--- config.mk ---
export PLATFORM = sky130hd
export DESIGN_NAME = contiguous_slot_allocator_flat
export DESIGN_NICKNAME = d
export VERILOG_FILES = /design/src/rtl/csa_pkg.sv /design/src/rtl/csa_if.sv /design/src/rtl/contiguous_slot_allocator.sv /design/src/rtl/csa_ring.sv /design/src/flat_wrapper.sv
export SDC_FILE = /design/constraint.sdc
export NUM_CORES = 1
export LEC_CHECK = 0
export ABC_AREA = 1
export BUFFER_PORTS_ARGS = -buffer_cell sky130_fd_sc_hd__buf_2
export CORE_UTILIZATION = 60
export CTS_BUF_LIST = sky130_fd_sc_hd__clkbuf_8
export CTS_CLUSTER_SIZE = 25
export DETAILED_ROUTE_END_ITERATION = 8
export GPL_ROUTABILITY_DRIVEN = 0
export PLACE_DENSITY = 0.76
export SLEW_MARGIN = 20
export SYNTH_ARGS = -nofsm -noshare
export SYNTH_HDL_FRONTEND = slang
export SYNTH_HIERARCHICAL = 1
export SYNTH_SLANG_ARGS = --single-unit
--- constraint.sdc ---
create_clock -name clk -period 3.2 [get_ports clk]
set_clock_uncertainty 0.05 [all_clocks]
set_input_delay 0.16 -clock clk [delete_from_list [all_inputs] [get_ports clk]]
set_output_delay 0.16 -clock clk [all_outputs]
set_load 0.02 [all_outputs]
--- src/rtl/csa_pkg.sv ---
// Shared types and constants for the contiguous slot allocator.
// No dependencies; compiled first.
`default_nettype none

package csa_pkg;

	// Field widths of the request and response beats
	localparam int ACT_W  = 1;
	localparam int POOL_W = 2;
	localparam int LEN_W  = 7;
	localparam int POS_W  = 6;
	localparam int NPOOLS = 4;

	localparam int ROAD_SLOTS_DEF = 64;

	localparam logic [ACT_W-1:0] ACT_ALLOC   = 1'b0;
	localparam logic [ACT_W-1:0] ACT_RELEASE = 1'b1;

	localparam logic [POOL_W-1:0] POOL_FIRST = 2'd0;
	localparam logic [POOL_W-1:0] POOL_NEXT  = 2'd1;
	localparam logic [POOL_W-1:0] POOL_BEST  = 2'd2;
	localparam logic [POOL_W-1:0] POOL_WORST = 2'd3;

	typedef enum logic [2:0] {
		ST_IDLE,
		ST_ALIGN,
		ST_BACKUP,
		ST_SCAN_FIT,
		ST_SCAN_NEXT,
		ST_ALIGN0,
		ST_MARK,
		ST_DONE
	} csa_state_t;

	// Commands to the slot ring
	typedef struct packed {
		logic load;
		logic rot_right;
		logic rot_left;
		logic mark_en;
		logic mark_val;
	} ring_ctrl_t;

endpackage

`default_nettype wire

--- src/rtl/csa_if.sv ---
// Request and response channel interfaces of the slot allocator.
// Depends on csa_pkg for field widths.
`default_nettype none

interface csa_req_if;
	import csa_pkg::*;
	logic              valid;
	logic              ready;
	logic [ACT_W-1:0]  action;
	logic [POOL_W-1:0] pool;
	logic [LEN_W-1:0]  run_length;
	logic [POS_W-1:0]  release_start;

	modport source (output valid, action, pool, run_length, release_start, input ready);
	modport sink   (input valid, action, pool, run_length, release_start, output ready);
endinterface

interface csa_rsp_if;
	import csa_pkg::*;
	logic             valid;
	logic             ready;
	logic             found;
	logic [POS_W-1:0] position;

	modport source (output valid, found, position, input ready);
	modport sink   (input valid, found, position, output ready);
endinterface

`default_nettype wire

--- src/rtl/contiguous_slot_allocator.sv ---
// Top level of the contiguous slot allocator: sequencer, pool bitmaps, rover.
// Depends on csa_pkg, csa_if (csa_req_if, csa_rsp_if) and csa_ring.
//
// Usage
//   req: one beat per allocate or release (action, pool, run_length,
//        release_start). ready is high only while no beat is in work.
//   rsp: exactly one beat per request (found, position), in order.
//   Pools 0..3 use first, next, best and worst fit. Each pool bitmap is
//   ROAD_SLOTS bits; a found run is marked used, a release clears its run.
// Sequence per request (one slot visited per cycle through the ring)
//   release            : one marking lap from accept to result
//   first / best / worst: a full scan lap, then a marking lap
//   next fit           : rover align, back-up, a scan bounded by the step count,
//                        return to slot 0 and a marking lap
//   bad length         : straight to the result, with no scan
//   The rotating ring in csa_ring paces each lap: one slot per cycle.
// Reset: bitmaps all free and rover at slot 0 at once; no clearing pass.
// Stall: the result sits in an output register; a new request is taken
//   while it waits, but the next result holds until rsp is drained.
`default_nettype none

module contiguous_slot_allocator #(
	parameter int ROAD_SLOTS = csa_pkg::ROAD_SLOTS_DEF
) (
	input wire        clk,
	input wire        arst_n,
	csa_req_if.sink   req,
	csa_rsp_if.source rsp
);
	import csa_pkg::*;

	localparam int PW = $clog2(ROAD_SLOTS);      // slot index
	localparam int CW = $clog2(ROAD_SLOTS + 2);  // scan step count, up to R+1
	localparam int RW = $clog2(ROAD_SLOTS + 1);  // free run length, up to R

	csa_state_t state_q, state_d;

	// pool bitmaps, bit k set = slot k used
	logic [NPOOLS-1:0][ROAD_SLOTS-1:0] occ_q;
	logic                              occ_we;
	logic [POS_W-1:0]                  rover_q;
	logic                              rover_we;

	// latched request
	logic [ACT_W-1:0]  act_q, act_d;
	logic [POOL_W-1:0] pool_q, pool_d;
	logic [LEN_W-1:0]  len_q, len_d;
	logic [POS_W-1:0]  start_q, start_d;   // run start for marking and result

	// scan state
	logic [CW-1:0]     cnt_q, cnt_d;
	logic [RW-1:0]     run_q, run_d;
	logic [POS_W-1:0]  st_q, st_d;         // start of current free run
	logic [RW-1:0]     best_len_q, best_len_d;
	logic              has_q, has_d;
	logic              at_end_q, at_end_d; // next fit ran off the last slot
	logic              res_found_q, res_found_d;

	// output register
	logic              out_valid_q;
	logic              out_found_q;
	logic [POS_W-1:0]  out_pos_q;
	logic              out_load;

	// ring
	ring_ctrl_t        rctl;
	logic              slot_bit;
	logic [PW-1:0]     pos;
	logic [ROAD_SLOTS-1:0] ring_nxt;

	logic              slot_free;
	logic              better;
	logic              in_run;
	logic [LEN_W-1:0]  pos_x;
	logic [LEN_W-1:0]  run_x;
	logic [LEN_W-1:0]  run_inc;

	csa_ring #(
		.ROAD_SLOTS (ROAD_SLOTS)
	) u_ring (
		.clk       (clk),
		.arst_n    (arst_n),
		.ctrl      (rctl),
		.load_data (occ_q[req.pool]),
		.slot_bit  (slot_bit),
		.pos       (pos),
		.ring_nxt  (ring_nxt)
	);

	assign slot_free = !slot_bit;
	assign pos_x     = LEN_W'(pos);
	assign run_x     = LEN_W'(run_q);
	assign run_inc   = run_x + LEN_W'(1);
	// marking window: start <= slot < start + len
	assign in_run    = (pos_x >= LEN_W'(start_q)) && ((pos_x - LEN_W'(start_q)) < len_q);
	// best fit keeps the smallest run, worst fit the largest; ties keep the first
	assign better    = !has_q || ((pool_q == POOL_WORST) ? (run_q > best_len_q)
	                                                    : (run_q < best_len_q));

	always_ff @(posedge clk or negedge arst_n) begin
		if (!arst_n) begin
			state_q <= ST_IDLE;
		end else begin
			state_q <= state_d;
		end
	end

	always_comb begin
		state_d     = state_q;
		act_d       = act_q;
		pool_d      = pool_q;
		len_d       = len_q;
		start_d     = start_q;
		cnt_d       = cnt_q;
		run_d       = run_q;
		st_d        = st_q;
		best_len_d  = best_len_q;
		has_d       = has_q;
		at_end_d    = at_end_q;
		res_found_d = res_found_q;
		rctl        = '0;
		occ_we      = 1'b0;
		rover_we    = 1'b0;
		out_load    = 1'b0;
		req.ready   = 1'b0;

		case (state_q)
			ST_IDLE: begin
				req.ready = 1'b1;
				if (req.valid) begin
					act_d      = req.action;
					pool_d     = req.pool;
					len_d      = req.run_length;
					start_d    = req.release_start;
					cnt_d      = '0;
					run_d      = '0;
					best_len_d = '0;
					has_d      = 1'b0;
					at_end_d   = 1'b0;
					rctl.load  = 1'b1;
					if (req.action == ACT_RELEASE) begin
						state_d = ST_MARK;
					end else if (req.run_length == '0 ||
					             req.run_length > LEN_W'(ROAD_SLOTS)) begin
						res_found_d = 1'b0;
						start_d     = '0;
						state_d     = ST_DONE;
					end else if (req.pool == POOL_NEXT) begin
						state_d = ST_ALIGN;
					end else begin
						state_d = ST_SCAN_FIT;
					end
				end
			end

			// bring the rover slot under the head
			ST_ALIGN: begin
				if (POS_W'(pos) == rover_q) begin
					state_d = ST_BACKUP;
				end else begin
					rctl.rot_right = 1'b1;
				end
			end

			// step down over free slots, stopping at slot 0 or a used slot
			ST_BACKUP: begin
				if (pos != '0 && slot_free) begin
					rctl.rot_left = 1'b1;
				end else begin
					cnt_d    = '0;
					run_d    = '0;
					at_end_d = 1'b0;
					state_d  = ST_SCAN_NEXT;
				end
			end

			// cyclic scan bounded by the step count; runs cut at the last slot
			ST_SCAN_NEXT: begin
				if (!at_end_q && slot_free && cnt_q <= CW'(ROAD_SLOTS)) begin
					rctl.rot_right = 1'b1;
					at_end_d       = (pos == PW'(ROAD_SLOTS - 1));
					cnt_d          = cnt_q + CW'(1);
					run_d          = run_q + RW'(1);
					if (run_inc == len_q) begin
						start_d     = POS_W'(pos_x + LEN_W'(1) - len_q);
						res_found_d = 1'b1;
						state_d     = ST_ALIGN0;
					end
				end else if (cnt_q <= CW'(ROAD_SLOTS)) begin
					if (at_end_q) begin
						at_end_d = 1'b0;
					end else begin
						rctl.rot_right = 1'b1;
					end
					cnt_d = cnt_q + CW'(1);
					run_d = '0;
				end else begin
					res_found_d = 1'b0;
					start_d     = '0;
					state_d     = ST_DONE;
				end
			end

			// one lap over all slots plus a closing step that ends the last run
			ST_SCAN_FIT: begin
				if (slot_free && cnt_q != CW'(ROAD_SLOTS)) begin
					run_d = run_q + RW'(1);
					if (run_q == '0) begin
						st_d = POS_W'(cnt_q);
					end
					if (pool_q == POOL_FIRST && !has_q && run_inc == len_q) begin
						has_d   = 1'b1;
						start_d = POS_W'(LEN_W'(cnt_q) + LEN_W'(1) - len_q);
					end
				end else begin
					run_d = '0;
					if (pool_q != POOL_FIRST && run_x >= len_q && better) begin
						has_d      = 1'b1;
						start_d    = st_q;
						best_len_d = run_q;
					end
				end
				if (cnt_q == CW'(ROAD_SLOTS)) begin
					if (has_d) begin
						state_d = ST_MARK;
					end else begin
						res_found_d = 1'b0;
						start_d     = '0;
						state_d     = ST_DONE;
					end
				end else begin
					rctl.rot_right = 1'b1;
					cnt_d          = cnt_q + CW'(1);
				end
			end

			ST_ALIGN0: begin
				if (pos == '0) begin
					state_d = ST_MARK;
				end else begin
					rctl.rot_right = 1'b1;
				end
			end

			// set or clear the run over one lap, then write the bitmap back
			ST_MARK: begin
				rctl.rot_right = 1'b1;
				rctl.mark_en   = in_run;
				rctl.mark_val  = (act_q == ACT_ALLOC);
				if (pos == PW'(ROAD_SLOTS - 1)) begin
					occ_we      = 1'b1;
					rover_we    = (act_q == ACT_ALLOC) && (pool_q == POOL_NEXT);
					res_found_d = 1'b1;
					state_d     = ST_DONE;
				end
			end

			ST_DONE: begin
				if (!out_valid_q || rsp.ready) begin
					out_load = 1'b1;
					state_d  = ST_IDLE;
				end
			end

			default: begin
				state_d = ST_IDLE;
			end
		endcase
	end

	always_ff @(posedge clk) begin
		act_q       <= act_d;
		pool_q      <= pool_d;
		len_q       <= len_d;
		start_q     <= start_d;
		cnt_q       <= cnt_d;
		run_q       <= run_d;
		st_q        <= st_d;
		best_len_q  <= best_len_d;
		has_q       <= has_d;
		at_end_q    <= at_end_d;
		res_found_q <= res_found_d;
		if (out_load) begin
			out_found_q <= res_found_q;
			out_pos_q   <= res_found_q ? start_q : '0;
		end
	end

	always_ff @(posedge clk or negedge arst_n) begin
		if (!arst_n) begin
			occ_q       <= '0;
			rover_q     <= '0;
			out_valid_q <= 1'b0;
		end else begin
			if (occ_we) begin
				occ_q[pool_q] <= ring_nxt;
			end
			if (rover_we) begin
				rover_q <= start_q;
			end
			if (out_load) begin
				out_valid_q <= 1'b1;
			end else if (rsp.ready) begin
				out_valid_q <= 1'b0;
			end
		end
	end

	assign rsp.valid    = out_valid_q;
	assign rsp.found    = out_found_q;
	assign rsp.position = out_pos_q;

`ifndef SYNTHESIS
	a_accept_leaves_idle: assert property (@(posedge clk) disable iff (!arst_n)
		(req.valid && req.ready) |=> (state_q != ST_IDLE))
		else $error("request beat taken but sequencer stayed idle");

	a_miss_pos_zero: assert property (@(posedge clk) disable iff (!arst_n)
		(rsp.valid && !rsp.found) |-> (rsp.position == '0))
		else $error("not-found beat with non-zero position");

	a_rover_on_road: assert property (@(posedge clk) disable iff (!arst_n)
		LEN_W'(rover_q) < LEN_W'(ROAD_SLOTS))
		else $error("rover beyond last slot");

	a_occ_only_in_mark: assert property (@(posedge clk) disable iff (!arst_n)
		(state_q != ST_MARK) |=> $stable(occ_q))
		else $error("bitmap changed outside marking lap");

	a_done_holds_on_stall: assert property (@(posedge clk) disable iff (!arst_n)
		(state_q == ST_DONE && rsp.valid && !rsp.ready) |=> (state_q == ST_DONE))
		else $error("result dropped while output stalled");
`endif

endmodule

`default_nettype wire

--- src/rtl/csa_ring.sv ---
// Circular slot ring: one pool's bitmap, rotated one slot per cycle while commanded.
// Depends on csa_pkg (ring_ctrl_t).
`default_nettype none

module csa_ring #(
	parameter int ROAD_SLOTS = csa_pkg::ROAD_SLOTS_DEF
) (
	input  wire                             clk,
	input  wire                             arst_n,
	input  csa_pkg::ring_ctrl_t             ctrl,
	input  wire  [ROAD_SLOTS-1:0]           load_data,
	output logic                            slot_bit,
	output logic [$clog2(ROAD_SLOTS)-1:0]   pos,
	output logic [ROAD_SLOTS-1:0]           ring_nxt
);
	import csa_pkg::*;

	localparam int PW = $clog2(ROAD_SLOTS);

	logic [ROAD_SLOTS-1:0] ring_q;
	logic [ROAD_SLOTS-1:0] cur;
	logic [PW-1:0]         pos_q;
	logic [PW-1:0]         pos_d;

	// bit 0 always holds slot pos_q
	always_comb begin
		cur = ring_q;
		if (ctrl.mark_en) begin
			cur[0] = ctrl.mark_val;
		end
		if (ctrl.load) begin
			ring_nxt = load_data;
			pos_d    = '0;
		end else if (ctrl.rot_right) begin
			ring_nxt = {cur[0], cur[ROAD_SLOTS-1:1]};
			pos_d    = (pos_q == PW'(ROAD_SLOTS - 1)) ? '0 : pos_q + PW'(1);
		end else if (ctrl.rot_left) begin
			ring_nxt = {cur[ROAD_SLOTS-2:0], cur[ROAD_SLOTS-1]};
			pos_d    = pos_q - PW'(1);
		end else begin
			ring_nxt = cur;
			pos_d    = pos_q;
		end
	end

	always_ff @(posedge clk) begin
		ring_q <= ring_nxt;
	end

	always_ff @(posedge clk or negedge arst_n) begin
		if (!arst_n) begin
			pos_q <= '0;
		end else begin
			pos_q <= pos_d;
		end
	end

	assign slot_bit = ring_q[0];
	assign pos      = pos_q;

endmodule

`default_nettype wire

--- src/flat_wrapper.sv ---
// flat-port wrapper written by rule: the top's interface ports become plain ports
module contiguous_slot_allocator_flat import csa_pkg::*;
#(
	parameter int ROAD_SLOTS = csa_pkg::ROAD_SLOTS_DEF
)
  (clk, arst_n, req_valid, req_action, req_pool, req_run_length, req_release_start, req_ready, rsp_valid, rsp_found, rsp_position, rsp_ready);
  csa_req_if req_i ();
  csa_rsp_if rsp_i ();
  input wire clk;
  input wire arst_n;
  input wire logic [$bits(req_i.valid)-1:0] req_valid;
  input wire logic [$bits(req_i.action)-1:0] req_action;
  input wire logic [$bits(req_i.pool)-1:0] req_pool;
  input wire logic [$bits(req_i.run_length)-1:0] req_run_length;
  input wire logic [$bits(req_i.release_start)-1:0] req_release_start;
  output wire logic [$bits(req_i.ready)-1:0] req_ready;
  output wire logic [$bits(rsp_i.valid)-1:0] rsp_valid;
  output wire logic [$bits(rsp_i.found)-1:0] rsp_found;
  output wire logic [$bits(rsp_i.position)-1:0] rsp_position;
  input wire logic [$bits(rsp_i.ready)-1:0] rsp_ready;
  assign req_i.valid = req_valid;
  assign req_i.action = req_action;
  assign req_i.pool = req_pool;
  assign req_i.run_length = req_run_length;
  assign req_i.release_start = req_release_start;
  assign req_ready = req_i.ready;
  assign rsp_valid = rsp_i.valid;
  assign rsp_found = rsp_i.found;
  assign rsp_position = rsp_i.position;
  assign rsp_i.ready = rsp_ready;
  contiguous_slot_allocator #(.ROAD_SLOTS(ROAD_SLOTS)) u_core (.clk(clk), .arst_n(arst_n), .req(req_i), .rsp(rsp_i));
endmodule
==> summary.txt <==
Job
  – Max cap viols: 0

Yosys
  – Distinct cells, synth: 47
  – Number of synthesis warnings: 6
  – Seq/Total Area, Yosys: about half
  – Mean Syn Cell Area: approximately 8.3 sq um
  – Number of synthesized register bits: between 300 and 400
  – Post-Syn Instances: around 2.3k
  – Post-Syn Area: ~0.019 sq mm
  – Post-synthesis net count: ~2.3k

STA
  – Max Fclk: slightly above 0.3 GHz
  – Fin crit period: ~3300 ps
  – Slew @ Worst Pin: approximately 1000 ps
  – Setup violators final: 12
  – Final hold viol count: 0
  – Period utilisation layout: 103%
  – WHS: about 180 ps
  – Setup TNS: -951 ps
  – Slew HR: between 30% and 40%
  – RSZ-0062 raised after global routing: true
  – Max-slew violations: 0
  – Post-route setup slack: -101 ps

Worst setup path
  – Maximum fanout along the worst path: 4
  – Crit path top cell by count: nand2_2
  – WS Path Type: reg -> reg
  – Crit end category: flop
  – Worst EP arrival: 3750 ps
  – Crit start category: flop
  – CP max-delay cell: edfxtp_1
  – Critical Path RT: between 3000 and 4000 ps
  – Max stage delay on crit path: 450 ps
  – CP Cell Sequence: ha_4 -> inv_4 -> fa_2 -> nand2_2 -> nand2_2 -> nand2_2 -> nand2_2 -> a21oi_4 -> ha_4 -> a21oi_2 -> o21ai_2 -> nor4_4 -> buf_4 -> nand2_4 -> o21ai_4 -> nand2_1 -> a31oi_2 -> inv_2 -> o21ai_1

Drt
  – DRT antenna net count: 0
  – Final wirelength: 47400 microns
  – Total number of vias: around 16k
  – Drt pass-1 iters: 9
  – DRC violations left: 8
  – WL per Instance: between 15 and 20 microns
  – Via-per-instance ratio: between 5 and 6
  – Initial drt markers: between 1.5k and 2k

Floorplan
  – Die Span Y: 179 microns
  – Cell Rows: 64
  – Starting Density: between 60% and 70%
  – Die Wd: about 180 microns
  – Core area: slightly above 0.03 sq mm
  – Num ports: 29
  – DIE AREA: about 0.032 sq mm

Global route
  – GRT met3 Usage: 4.17%
  – Overflow after GRT: 0
  – Initial antenna violation count: 0
  – Busiest metal layer after global routing: met2
  – Largest net degree at the start of global routing: 131
  – GRT met1 Usage: about two fifths
  – GRT Total Usage: between 20 and 30%
  – First-pass GRT wire length: a little under 80000 microns
  – Grt met2 use: between 40 and 50%
  – Vias in the first global route: ~16k

Power and ir drop
  – Register share of total power: ~36%
  – P_sw: between 7 and 8 mW
  – P per Cell Area: 888 mW/mm^2
  – Switching Share: just over 40%
  – Leakage: slightly above 10 nW
  – Comb pwr share: between 40% and 50%
  – Share of power burned in the clock network: 23.1%
  – VDD IR-drop max: 0.808 mV
  – Internal power: between 10 and 15 mW

Cells and area
  – Commonest non-fill, non-tap cell in the layout: nand2_1
  – Most frequent cells in the layout: nand2_1, o21ai_0, dfrtp_1
  – P&R area growth vs syn: 11.6%
  – Non-filler cells, final: about 2.8k
  – Number of diodes: 0
  – Final #Nets: approximately 2.4k
  – Final instance area: between 0.02 and 0.025 sq mm
  – Layout cells sized above 1: a little over a tenth

Clocking
  – Clock-pin slew on the worst setup and hold paths: about 60 ps
  – CTS buffer count: 66
  – Sink Count: roughly 400
  – Clk_lat worst skew: ~590 ps
  – Root buf cell: clkbuf_8
  – Maximum clock path buffer count: 3
  – H-tree depth: 3
  – CTS tree: yes

Hold path
  – Hold/Removal Path Class: in -> async

Placed design
  – Post-placement cell area: about 0.02 sq mm
  – Place WS: -153 ps
  – IO buf count: 28
  – Placed Cells: between 2k and 3k
  – Post-DP HPWL: 27900 microns

Status
  – Status: finished, violations left
  – Failing checks: DRC, setup timing
area by class of cell:
type	instances	area [sq um]
Multi-Input combinational cell	1572	8000
Tap cell	396	495
Fill cell	2483	9670
Clock inverter	43	220
Inverter	179	681
Sequential cell	389	9680
Timing Repair Buffer	101	918
Clock buffer	79	1090
final timing paths:
check / start / end / slack, ps / depth (start not counted)
worst min register to register: u_core/occ_q[146]$_DFFE_PN0P_ / u_core/occ_q[146]$_DFFE_PN0P_ / 430 / 2
max in group asynchronous: arst_n / u_core/occ_q[192]$_DFFE_PN0P_ / 1910 / 3
worst max-delay path: u_core/start_q[0]$_DFFE_PP_ / u_core/occ_q[0]$_DFFE_PN0P_ / -100 / 19
min in group clk: req_pool[0] / u_core/pool_q[0]$_DFFE_PP_ / 190 / 2
worst min-delay path: arst_n / u_core/occ_q[158]$_DFFE_PN0P_ / 180 / 2
worst max register to register: u_core/start_q[0]$_DFFE_PP_ / u_core/occ_q[0]$_DFFE_PN0P_ / -100 / 19
worst max-delay path: cells and delay by family (launching register included):
kind	cells	cell delay, ps
adder cells (fa/ha/maj)	3	790
buffers and inverters	3	310
AO/OA/AOI/OAI	6	840
flip-flops	1	450
AND/OR/NAND/NOR	7	760
registers in the layout, indices dropped and copies added (netlist names), 2 cells and up:
register / count
u_core/best_len_q: 7
u_core/state_q: 3
u_core/cnt_q: 7
u_core/rsp.position: 6
u_core/len_q: 7
u_core/pool_q: 2
u_core/run_q: 7
u_core/rover_q: 6
u_core/u_ring/pos: 6
u_core/occ_q: 256
u_core/start_q: 6
u_core/u_ring/ring_q: 64
u_core/st_q: 6
timing repair:
action | 4_1_cts | 5_1_grt
hold buffers | 17 | 0
endpoints found under the hold margin | 134 | 0
pin swaps | 5 | 17
resized for setup | 13 | 30
buffers inserted | 0 | 2
endpoints found under the setup margin | 12 | 15
Yosys cell counts, drive strengths merged:
master,count,area share [%]
a211oi,1,0.040
a21oi,36,0.95
a22oi,1,0.040
a311oi,3,0.14
a31oi,60,2.0
a32oi,1,0.046
and3,1,0.033
buf,70,2.4
clkbuf,70,1.4
dfrtp,272,36
dfxtp,64,6.8
edfxtp,53,8.4
fa,3,0.32
ha,46,3.0
inv,179,3.6
nand2,544,11
nand3,68,1.9
nand3b,3,0.12
nand4,13,0.46
nor2,209,4.5
nor3,11,0.29
nor3b,1,0.040
nor4,5,0.20
o2111ai,1,0.046
o21a,1,0.040
o21ai,416,11
o22ai,124,4.1
o311ai,1,0.046
o31ai,1,0.040
or2,4,0.13
xnor2,8,0.37
xor2,10,0.46
power groups by stage:
stage               clock, mW  sequential [mW]  combinational [mW]
floorplan                   0             6.59                5.15
detailed placement          0             6.72                7.14
finish                   4.33             6.67                7.72
global route             4.66             6.75                8.56
global placement            0             6.69                6.92
CTS                      4.42             6.64                7.29
stage by stage:
stage | total power, mW | utilization (%)
6_report | 18.7 | 68.6
5_1_grt | 20.0 | 68.6
4_1_cts | 18.4 | 68.2
3_5_place_dp | 13.9 | 63.3
3_3_place_gp | 13.6 | 63.3
2_1_floorplan | 11.7 | -
layer usage:
layer / vias to the layer above / part of all wire [%]
met2: 696 / 47
met3: 119 / 7.4
met1: 7738 / 43
met5: - / 0
met4: 0 / 2.8
li1: 7759 / -
logic make-up after synthesis:
kind of cell               count (synthesis)  synth area share (%)
buffers and inverters                    319                  7.37
DFF                                      389                  51.2
and+or+nand+nor                          859                  18.6
AOI/OAI and AO/OA                        646                  18.6
xor gates and xnor gates                  18                 0.834
adders and majority gates                 49                  3.36
(Power assumes the default switching activity.)
